--- config.mk ---
export PLATFORM = sky130hd
export DESIGN_NAME = cmyk_bgra_pixel_converter_flat
export DESIGN_NICKNAME = d
export VERILOG_FILES = /design/src/rtl/cbpc_pkg.sv /design/src/rtl/cbpc_if.sv /design/src/rtl/cbpc_pct_div.sv /design/src/rtl/cmyk_bgra_pixel_converter.sv /design/src/flat_wrapper.sv
export SDC_FILE = /design/constraint.sdc
export NUM_CORES = 2
export LEC_CHECK = 0
export BUFFER_PORTS_ARGS = -buffer_cell sky130_fd_sc_hd__buf_2
export CORE_MARGIN = 2
export CORE_UTILIZATION = 40
export CTS_BUF_LIST = sky130_fd_sc_hd__clkbuf_8 sky130_fd_sc_hd__clkbuf_16
export DETAILED_ROUTE_END_ITERATION = 8
export RECOVER_POWER = 50
export SYNTH_ARGS = -nofsm -noshare
export SYNTH_HDL_FRONTEND = slang
export SYNTH_SLANG_ARGS = --single-unit
--- constraint.sdc ---
create_clock -name clk -period 7.2 [get_ports clk]
set_clock_uncertainty 0.05 [all_clocks]
set_input_delay 0.72 -clock clk [delete_from_list [all_inputs] [get_ports clk]]
set_output_delay 0.72 -clock clk [all_outputs]
set_load 0.05 [all_outputs]
--- src/rtl/cbpc_pkg.sv ---
// ----------------------------------------------------------------------------
// cbpc_pkg
// Shared constants and types for the CMYK / BGRA pixel converter.
// ----------------------------------------------------------------------------
`default_nettype none

package cbpc_pkg;

	localparam int unsigned LaneW = 8;
	localparam int unsigned PctW  = 7;
	localparam int unsigned NumW  = 15;
	localparam int unsigned AddrW = 3;

	localparam logic [PctW-1:0]  Percent  = 7'd100;
	localparam logic [LaneW-1:0] FullByte = 8'd255;
	localparam logic [15:0]      FullSq   = 16'd65025;

	// register map
	localparam logic [AddrW-1:0] DirAddr = 3'd0;

	// direction codes
	localparam logic DirToBgra = 1'b0;
	localparam logic DirToCmyk = 1'b1;

	// floor(n / 10000) for n < 2**22 as (n * recip) >> 36; 255 folded in
	localparam int unsigned      ChanShift = 36;
	localparam longint unsigned  ChanRecip = ((64'd1 << ChanShift) / 10000) + 1;
	localparam logic [30:0]      ChanMul   = 31'(255 * ChanRecip);

	// floor(n / 65025) for n < 2**23 as (n * recip) >> 39; 100 folded in
	localparam int unsigned      KShift = 39;
	localparam longint unsigned  KRecip = ((64'd1 << KShift) / 65025) + 1;
	localparam logic [29:0]      KMul   = 30'(100 * KRecip);

	typedef struct packed {
		logic s2;
		logic s3;
		logic s4;
	} stage_en_t;

endpackage

`default_nettype wire

--- src/rtl/cbpc_if.sv ---
// ----------------------------------------------------------------------------
// cbpc_if
// Valid/ready channels carrying one packed pixel each.
// ----------------------------------------------------------------------------
`default_nettype none

interface cbpc_in_if;
	logic       valid;
	logic       ready;
	logic [7:0] lane0;
	logic [7:0] lane1;
	logic [7:0] lane2;
	logic [7:0] lane3;

	modport source (output valid, output lane0, output lane1, output lane2, output lane3,
		input ready);
	modport sink (input valid, input lane0, input lane1, input lane2, input lane3,
		output ready);
endinterface

interface cbpc_out_if;
	logic       valid;
	logic       ready;
	logic [7:0] res0;
	logic [7:0] res1;
	logic [7:0] res2;
	logic [7:0] res3;

	modport source (output valid, output res0, output res1, output res2, output res3,
		input ready);
	modport sink (input valid, input res0, input res1, input res2, input res3,
		output ready);
endinterface

`default_nettype wire

--- src/rtl/cbpc_pct_div.sv ---
// ----------------------------------------------------------------------------
// cbpc_pct_div
// Pipelined restoring divider: seven quotient bits over three stages.
// ----------------------------------------------------------------------------
`default_nettype none

module cbpc_pct_div (
	input  wire logic                         clk,
	input  wire cbpc_pkg::stage_en_t          en,
	input  wire logic [cbpc_pkg::NumW-1:0]    num,
	input  wire logic [cbpc_pkg::LaneW-1:0]   mx,
	output logic      [cbpc_pkg::PctW-1:0]    q
);
	import cbpc_pkg::*;

	logic [NumW-1:0]  rem_a, rem_b, rem_s2, rem_s3;
	logic [PctW-1:0]  q_a, q_b, q_c, q_s2, q_s3, q_s4;
	logic [LaneW-1:0] mx_s2, mx_s3;

	// quotient bits 6..4
	always_comb begin
		rem_a = num;
		q_a   = '0;
		for (int i = 6; i >= 4; i--) begin
			if (rem_a >= (NumW'(mx) << i)) begin
				rem_a        = rem_a - (NumW'(mx) << i);
				q_a[3'(i)]   = 1'b1;
			end
		end
	end

	// quotient bits 3..1
	always_comb begin
		rem_b = rem_s2;
		q_b   = q_s2;
		for (int i = 3; i >= 1; i--) begin
			if (rem_b >= (NumW'(mx_s2) << i)) begin
				rem_b        = rem_b - (NumW'(mx_s2) << i);
				q_b[3'(i)]   = 1'b1;
			end
		end
	end

	// quotient bit 0
	always_comb begin
		q_c = q_s3;
		if (rem_s3 >= NumW'(mx_s3)) begin
			q_c[0] = 1'b1;
		end
	end

	always_ff @(posedge clk) begin
		if (en.s2) begin
			rem_s2 <= rem_a;
			q_s2   <= q_a;
			mx_s2  <= mx;
		end
		if (en.s3) begin
			rem_s3 <= rem_b;
			q_s3   <= q_b;
			mx_s3  <= mx_s2;
		end
		if (en.s4) begin
			q_s4 <= q_c;
		end
	end

	assign q = q_s4;

endmodule

`default_nettype wire

--- src/rtl/cmyk_bgra_pixel_converter.sv ---
// ----------------------------------------------------------------------------
// cmyk_bgra_pixel_converter
// Converts percent CMYK pixels to BGRA, or BGRA to percent CMYK.
// ----------------------------------------------------------------------------
// Requests pass through registered stages s1 to s4 on the way to the output.
// Throughput: one pixel per cycle; each of the four stages holds on its own,
// so a stalled output fills bubbles upstream before the input stalls.
// Reset: valid bits clear and direction returns to CMYK-to-BGRA.
`default_nettype none

module cmyk_bgra_pixel_converter (
	input  wire logic                        clk,
	input  wire logic                        arst_n,
	cbpc_in_if.sink                          pixels,
	cbpc_out_if.source                       results,
	input  wire logic                        psel,
	input  wire logic                        penable,
	input  wire logic                        pwrite,
	input  wire logic [cbpc_pkg::AddrW-1:0]  paddr,
	input  wire logic [31:0]                 pwdata,
	output logic      [31:0]                 prdata,
	output logic                             pready
);
	import cbpc_pkg::*;

	logic dir_q;

	logic      en1;
	stage_en_t en;
	logic      v_s1, v_s2, v_s3, v_s4;
	logic      dir_s1, dir_s2, dir_s3, dir_s4;

	// stage 1
	logic [PctW-1:0]  k_c;
	logic [PctW-1:0]  x_c [3];
	logic [LaneW-1:0] mx_c;
	logic [PctW-1:0]  dk_s1;
	logic [PctW-1:0]  dx_s1 [3];
	logic [LaneW-1:0] mx_s1;
	logic [15:0]      p_s1;
	logic [NumW-1:0]  num_s1 [3];

	// stage 2
	logic [13:0] prod_s2 [3];
	logic [15:0] w_s2;
	logic        zero_s2;

	// stage 3
	logic [47:0] chan_s3 [3];
	logic [47:0] k_s3;
	logic        zero_s3;

	// stage 4
	logic [LaneW-1:0] chan_s4 [3];
	logic [PctW-1:0]  k_s4;
	logic             zero_s4;
	logic [PctW-1:0]  pct_q [3];

	// configuration
	assign pready = 1'b1;

	always_ff @(posedge clk or negedge arst_n) begin
		if (!arst_n) begin
			dir_q <= DirToBgra;
		end else if (psel && penable && pwrite && pready && paddr == DirAddr) begin
			dir_q <= pwdata[0];
		end
	end

	assign prdata = (paddr == DirAddr) ? 32'(dir_q) : 32'd0;

	// stage enables
	assign en.s4 = !v_s4 || results.ready;
	assign en.s3 = !v_s3 || en.s4;
	assign en.s2 = !v_s2 || en.s3;
	assign en1   = !v_s1 || en.s2;
	assign pixels.ready = en1;

	always_ff @(posedge clk or negedge arst_n) begin
		if (!arst_n) begin
			v_s1 <= 1'b0;
			v_s2 <= 1'b0;
			v_s3 <= 1'b0;
			v_s4 <= 1'b0;
		end else begin
			if (en1)   v_s1 <= pixels.valid;
			if (en.s2) v_s2 <= v_s1;
			if (en.s3) v_s3 <= v_s2;
			if (en.s4) v_s4 <= v_s3;
		end
	end

	// saturate percents, find the brightest channel
	always_comb begin
		k_c    = (pixels.lane0 > 8'(Percent)) ? Percent : pixels.lane0[PctW-1:0];
		x_c[0] = (pixels.lane1 > 8'(Percent)) ? Percent : pixels.lane1[PctW-1:0];
		x_c[1] = (pixels.lane2 > 8'(Percent)) ? Percent : pixels.lane2[PctW-1:0];
		x_c[2] = (pixels.lane3 > 8'(Percent)) ? Percent : pixels.lane3[PctW-1:0];
		mx_c   = pixels.lane0;
		if (pixels.lane1 > mx_c) mx_c = pixels.lane1;
		if (pixels.lane2 > mx_c) mx_c = pixels.lane2;
	end

	always_ff @(posedge clk) begin
		if (en1) begin
			dir_s1    <= dir_q;
			dk_s1     <= Percent - k_c;
			for (int i = 0; i < 3; i++) begin
				dx_s1[i] <= Percent - x_c[i];
			end
			mx_s1     <= mx_c;
			p_s1      <= 16'(mx_c) * 16'(pixels.lane3);
			num_s1[0] <= NumW'(Percent) * NumW'(mx_c - pixels.lane0);
			num_s1[1] <= NumW'(Percent) * NumW'(mx_c - pixels.lane1);
			num_s1[2] <= NumW'(Percent) * NumW'(mx_c - pixels.lane2);
		end
		if (en.s2) begin
			dir_s2  <= dir_s1;
			for (int i = 0; i < 3; i++) begin
				prod_s2[i] <= 14'(dx_s1[i]) * 14'(dk_s1);
			end
			w_s2    <= FullSq - p_s1;
			zero_s2 <= (p_s1 == 16'd0);
		end
		if (en.s3) begin
			dir_s3  <= dir_s2;
			for (int i = 0; i < 3; i++) begin
				chan_s3[i] <= 48'(prod_s2[i]) * 48'(ChanMul);
			end
			k_s3    <= 48'(w_s2) * 48'(KMul);
			zero_s3 <= zero_s2;
		end
		if (en.s4) begin
			dir_s4  <= dir_s3;
			for (int i = 0; i < 3; i++) begin
				chan_s4[i] <= chan_s3[i][43:36];
			end
			k_s4    <= k_s3[45:39];
			zero_s4 <= zero_s3;
		end
	end

	// percent of each colour below the brightest channel
	for (genvar g = 0; g < 3; g++) begin : g_div
		cbpc_pct_div u_div (
			.clk (clk),
			.en  (en),
			.num (num_s1[g]),
			.mx  (mx_s1),
			.q   (pct_q[g])
		);
	end

	// output select
	assign results.valid = v_s4;
	assign results.res0  = (dir_s4 == DirToCmyk) ? LaneW'(k_s4) : chan_s4[0];
	assign results.res1  = (dir_s4 == DirToBgra) ? chan_s4[1] :
		(zero_s4 ? 8'd0 : LaneW'(pct_q[0]));
	assign results.res2  = (dir_s4 == DirToBgra) ? chan_s4[2] :
		(zero_s4 ? 8'd0 : LaneW'(pct_q[1]));
	assign results.res3  = (dir_s4 == DirToBgra) ? FullByte :
		(zero_s4 ? 8'd0 : LaneW'(pct_q[2]));

	a_stall_full: assert property (@(posedge clk) disable iff (!arst_n)
		!pixels.ready |-> (v_s1 && v_s2 && v_s3 && v_s4))
		else $error("input held back with a free stage");

	a_k_range: assert property (@(posedge clk) disable iff (!arst_n)
		(v_s4 && dir_s4 == DirToCmyk) |-> (results.res0 <= 8'(Percent)))
		else $error("black percent above full scale");

	a_pct_range: assert property (@(posedge clk) disable iff (!arst_n)
		(v_s4 && dir_s4 == DirToCmyk && !zero_s4) |->
		(pct_q[0] <= Percent && pct_q[1] <= Percent && pct_q[2] <= Percent))
		else $error("colour percent above full scale");

	a_blank: assert property (@(posedge clk) disable iff (!arst_n)
		(v_s4 && dir_s4 == DirToCmyk && zero_s4) |->
		(results.res0 == 8'(Percent) && results.res1 == 8'd0 &&
		 results.res2 == 8'd0 && results.res3 == 8'd0))
		else $error("black or transparent pixel not mapped to pure black");

	a_advance: assert property (@(posedge clk) disable iff (!arst_n)
		(v_s3 && en.s4) |=> v_s4)
		else $error("request dropped between stages");

endmodule

`default_nettype wire
--- src/flat_wrapper.sv ---
// flat-port wrapper written by rule: the top's interface ports become plain ports
module cmyk_bgra_pixel_converter_flat import cbpc_pkg::*;
  (clk, arst_n, psel, penable, pwrite, paddr, pwdata, prdata, pready, pixels_valid, pixels_lane0, pixels_lane1, pixels_lane2, pixels_lane3, pixels_ready, results_valid, results_res0, results_res1, results_res2, results_res3, results_ready);
  cbpc_in_if pixels_i ();
  cbpc_out_if results_i ();
  input  wire logic clk;
  input  wire logic arst_n;
  input  wire logic psel;
  input  wire logic penable;
  input  wire logic pwrite;
  input  wire logic [cbpc_pkg::AddrW-1:0] paddr;
  input  wire logic [31:0] pwdata;
  output logic      [31:0] prdata;
  output logic pready;
  input wire logic [$bits(pixels_i.valid)-1:0] pixels_valid;
  input wire logic [$bits(pixels_i.lane0)-1:0] pixels_lane0;
  input wire logic [$bits(pixels_i.lane1)-1:0] pixels_lane1;
  input wire logic [$bits(pixels_i.lane2)-1:0] pixels_lane2;
  input wire logic [$bits(pixels_i.lane3)-1:0] pixels_lane3;
  output wire logic [$bits(pixels_i.ready)-1:0] pixels_ready;
  output wire logic [$bits(results_i.valid)-1:0] results_valid;
  output wire logic [$bits(results_i.res0)-1:0] results_res0;
  output wire logic [$bits(results_i.res1)-1:0] results_res1;
  output wire logic [$bits(results_i.res2)-1:0] results_res2;
  output wire logic [$bits(results_i.res3)-1:0] results_res3;
  input wire logic [$bits(results_i.ready)-1:0] results_ready;
  assign pixels_i.valid = pixels_valid;
  assign pixels_i.lane0 = pixels_lane0;
  assign pixels_i.lane1 = pixels_lane1;
  assign pixels_i.lane2 = pixels_lane2;
  assign pixels_i.lane3 = pixels_lane3;
  assign pixels_ready = pixels_i.ready;
  assign results_valid = results_i.valid;
  assign results_res0 = results_i.res0;
  assign results_res1 = results_i.res1;
  assign results_res2 = results_i.res2;
  assign results_res3 = results_i.res3;
  assign results_i.ready = results_ready;
  cmyk_bgra_pixel_converter u_core (.clk(clk), .arst_n(arst_n), .pixels(pixels_i), .results(results_i), .psel(psel), .penable(penable), .pwrite(pwrite), .paddr(paddr), .pwdata(pwdata), .prdata(prdata), .pready(pready));
endmodule
==> impl_metrics.ini <==
[outcome]
status = complete, but fails checks
violations = capacitance limit, slew limit

[logic_synthesis]
synth-main-ff-cell = edfxtp_1
synth-async-reset-ratio_pct = 1.466
synthCells = 5386
syn_avg_cell_area_sq_um = 10.05
synth_seq_cells = 341
synth_edf_count = 336
yosysSeqAreaShare_pct = 18.88
ys_warn_count = 0
synth.cell_area_sq_um = 54110
synth_cell_types = 90

[cells_and_area]
n_fill_cell = 12789
final_cell_mix = inv_1, ha_1, fa_1
fin_nets = 7552
area_delta_synth_final_pct = 12.74
area.sequential_sq_um = 10210
layout_commonest_cell = inv_1
fin_area_sq_um = 61010
final_cells = 7589
drive_above_1_share_pct = 11.73
finalCoreUtilization_pct = 45.60
multi_input_area_sq_um = 40050

[global_routing]
grt_overflow = 0
antenna_found_initial = 12
grt_pass1_vias = 39377
grt_use_total_pct = 18.42
grt_max_degree = 58
grt_pass1_wl_microns = 205200

[placed_design]
routabilityCongestion = 0.9291
place_hpwl_microns = 106800
placed_area_sq_um = 58940
dp_cells = 7467
io_buffer_count = 77

[clock_tree]
clk_pin_slew_ns = 0.06
cts_made_buffers = 42
cts.path.max_buffers = 3
cts_tree = built
cts_sinks = 341
root_buffer = clkbuf_16
worstSkewPairLatency_ns = 0.58
htree_levels = 2

[worst_setup_path]
crit_type = flop to flop
critPathCapture = u_core.g_div[2].u_div.rem_s3[2]$_DFFE_PP_
reg2reg_slack_ns = 0.24
slowest_delay_ns = 0.50
cpMostUsedCell = a21oi_1
cp.required_ns = 7.48
slowest_stage = edfxtp_1
endpoint_kind = flop
r2r-start = u_core.g_div[0].u_div.mx_s2[7]$_DFFE_PP_
critPathMaxFanout = 8
cp-startpoint = u_core.g_div[0].u_div.mx_s2[7]$_DFFE_PP_
r2r_end = u_core.g_div[2].u_div.rem_s3[2]$_DFFE_PP_
ff2ff_path_depth = 31
start_kind = flop
critPathArrivalTime_ns = 7.24

[route]
wl_per_cell_microns = 16.46
drtPass1Iterations = 7
drt_iter0_markers = 2010
num_vias = 38116
finalWirelength_microns = 124900
viasPerCell = 5.023
drc_errors = 0
detail-route-antenna-nets = 0

[timing]
rsz0062_at_grt = yes
fin_crit_ns = 6.962
fmax_ghz = 0.1436
setup_viol = 0
slew_viol_final = 278
tightest_slew_ns = 2.982
finalCritPeriodShare_pct = 96.69
slew_headroom_pct = -98.82
hold_violations = 0
tns_ns = 0

[floorplan]
core_sq_um = 133800
dieWidth_microns = 371.8
dieArea_sq_um = 138200
dieHeight_microns = 371.8
start_util_pct = 40.45
rows = 134
ios = 141

[hold_path]
holdCritPathClass = input pin to flop
min_from = pixels_valid

[run]
max-cap-violations = 6
-- sequential cells by signal, indices dropped and copies added, names as in the netlist, 7 cells and up --
signal                     flops
u_core.dx_s1                  21
u_core.g_div.u_div.rem_s2     39
u_core.chan_s3                24
u_core.g_div.u_div.rem_s3     42
u_core.k_s3                    7
u_core.g_div.u_div.q_s3        9
u_core.g_div.u_div.mx_s3       8
u_core.g_div.u_div.q          12
u_core.mx_s1                   8
u_core.chan_s4                24
u_core.p_s1                   16
u_core.g_div.u_div.mx_s2       8
u_core.prod_s2                42
u_core.k_s4                    7
u_core.num_s1                 39
u_core.w_s2                   16
u_core.dk_s1                   7
-- metrics by stage --
step / hold slack (ns) / setup slack [ns]
floorplan: 0.3503 / -0.04278
global placement: 0.3521 / -0.4069
detailed placement: 0.3545 / -0.5632
CTS: 0.2547 / 0.03473
global route: 0.2739 / -0.1368
finish: 0.2875 / 0.2383
-- cell families (layout without fill, tap and decap cells) --
family / Yosys count / after routing / share of synthesized area, %
AOI/OAI and AO/OA: 830 / 830 / 9.744
xor gates and xnor gates: 260 / 260 / 4.208
adders and majority gates: 1695 / 1695 / 47.72
buffers and inverters: 1204 / 1603 / 8.645
DFF: 341 / 341 / 18.88
muxes: 82 / 82 / 1.658
other: 2 / 38 / 0.01388
and+or+nand+nor: 972 / 972 / 9.131
-- routing by layer --
| layer | global-route usage [%] | vias to the layer above | wire length (microns) |
|---|---|---|---|
| met5 | 0 | - | 60 |
| met4 | 3.257 | 12 | 2242 |
| met3 | 2.279 | 129 | 5817 |
| met2 | 30.41 | 570 | 57480 |
| met1 | 26.13 | 18626 | 59320 |
| li1 | - | 18779 | - |
-- critical path: cells and delay by family (launching register included) --
| kind | cells | cell delay (ns) |
|---|---|---|
| compound gates | 12 | 2.19 |
| fa+ha+maj | 3 | 1.01 |
| buf+inv | 6 | 1.14 |
| flops | 1 | 0.50 |
| mux | 2 | 0.70 |
| simple gates | 8 | 1.11 |
-- final cells by class --
class,instances,area share (%)
antenna,6,0.02461
clock buffer,44,1.786
clock inverter,32,0.3610
inverter,1116,6.909
multi-input combinational,3871,65.65
sequential,341,16.74
tap,1768,3.626
timing repair buffer,411,4.902
-- worst min path at each step --
stage / end / cells after the start
after global placement: u_core.k_s4[4]$_DFFE_PP_ / 0
after CTS: u_core.v_s1$_DFFE_PN0P_ / 2
after floorplan: u_core.chan_s4[0][0]$_DFFE_PP_ / 0
after global routing: u_core.v_s1$_DFFE_PN0P_ / 2
after detailed placement: u_core.chan_s4[0][22]$_DFFE_PP_ / 0
final: u_core.v_s1$_DFFE_PN0P_ / 2
-- Yosys cell counts (9+ instances only) --
cell	number	share of area, %
nor3_1	55	0.51
a22o_1	10	0.16
and2_1	127	1.5
o21bai_1	34	0.47
a21boi_0	15	0.21
inv_1	1114	7.7
o211ai_1	14	0.19
fa_1	615	23
xnor2_1	189	3.1
or3_1	24	0.28
clkbuf_1	43	0.30
a211o_1	10	0.16
ha_1	1080	25
nand3_1	45	0.42
nand2b_1	60	0.69
mux2_2	53	1.1
nand4_1	51	0.59
o21ai_0	177	1.6
nor2b_1	74	0.86
a211oi_1	21	0.29
nand2_1	231	1.6
a21o_1	121	1.7
nor2_1	226	1.6
o21a_1	45	0.62
or2_2	9	0.10
xor2_1	71	1.1
o31ai_1	27	0.37
nand3b_1	9	0.12
mux2i_1	27	0.50
a21oi_1	257	2.4
a31oi_1	18	0.21
buf_4	35	0.49
edfxtp_1	336	19
nor4_1	18	0.21
-- timing repair --
action / 4_1_cts / 5_1_grt
resized for setup: 1 / 135
pin swaps: 0 / 31
setup buffers: 2 / 37
hold buffers: 1 / 0
endpoints found under the hold margin: 5 / 0
endpoints found under the setup margin: 18 / 96
Power is left out: the tool's default activity adds up to more than one toggle a clock period on the data nets, which glitch-free logic cannot reach.
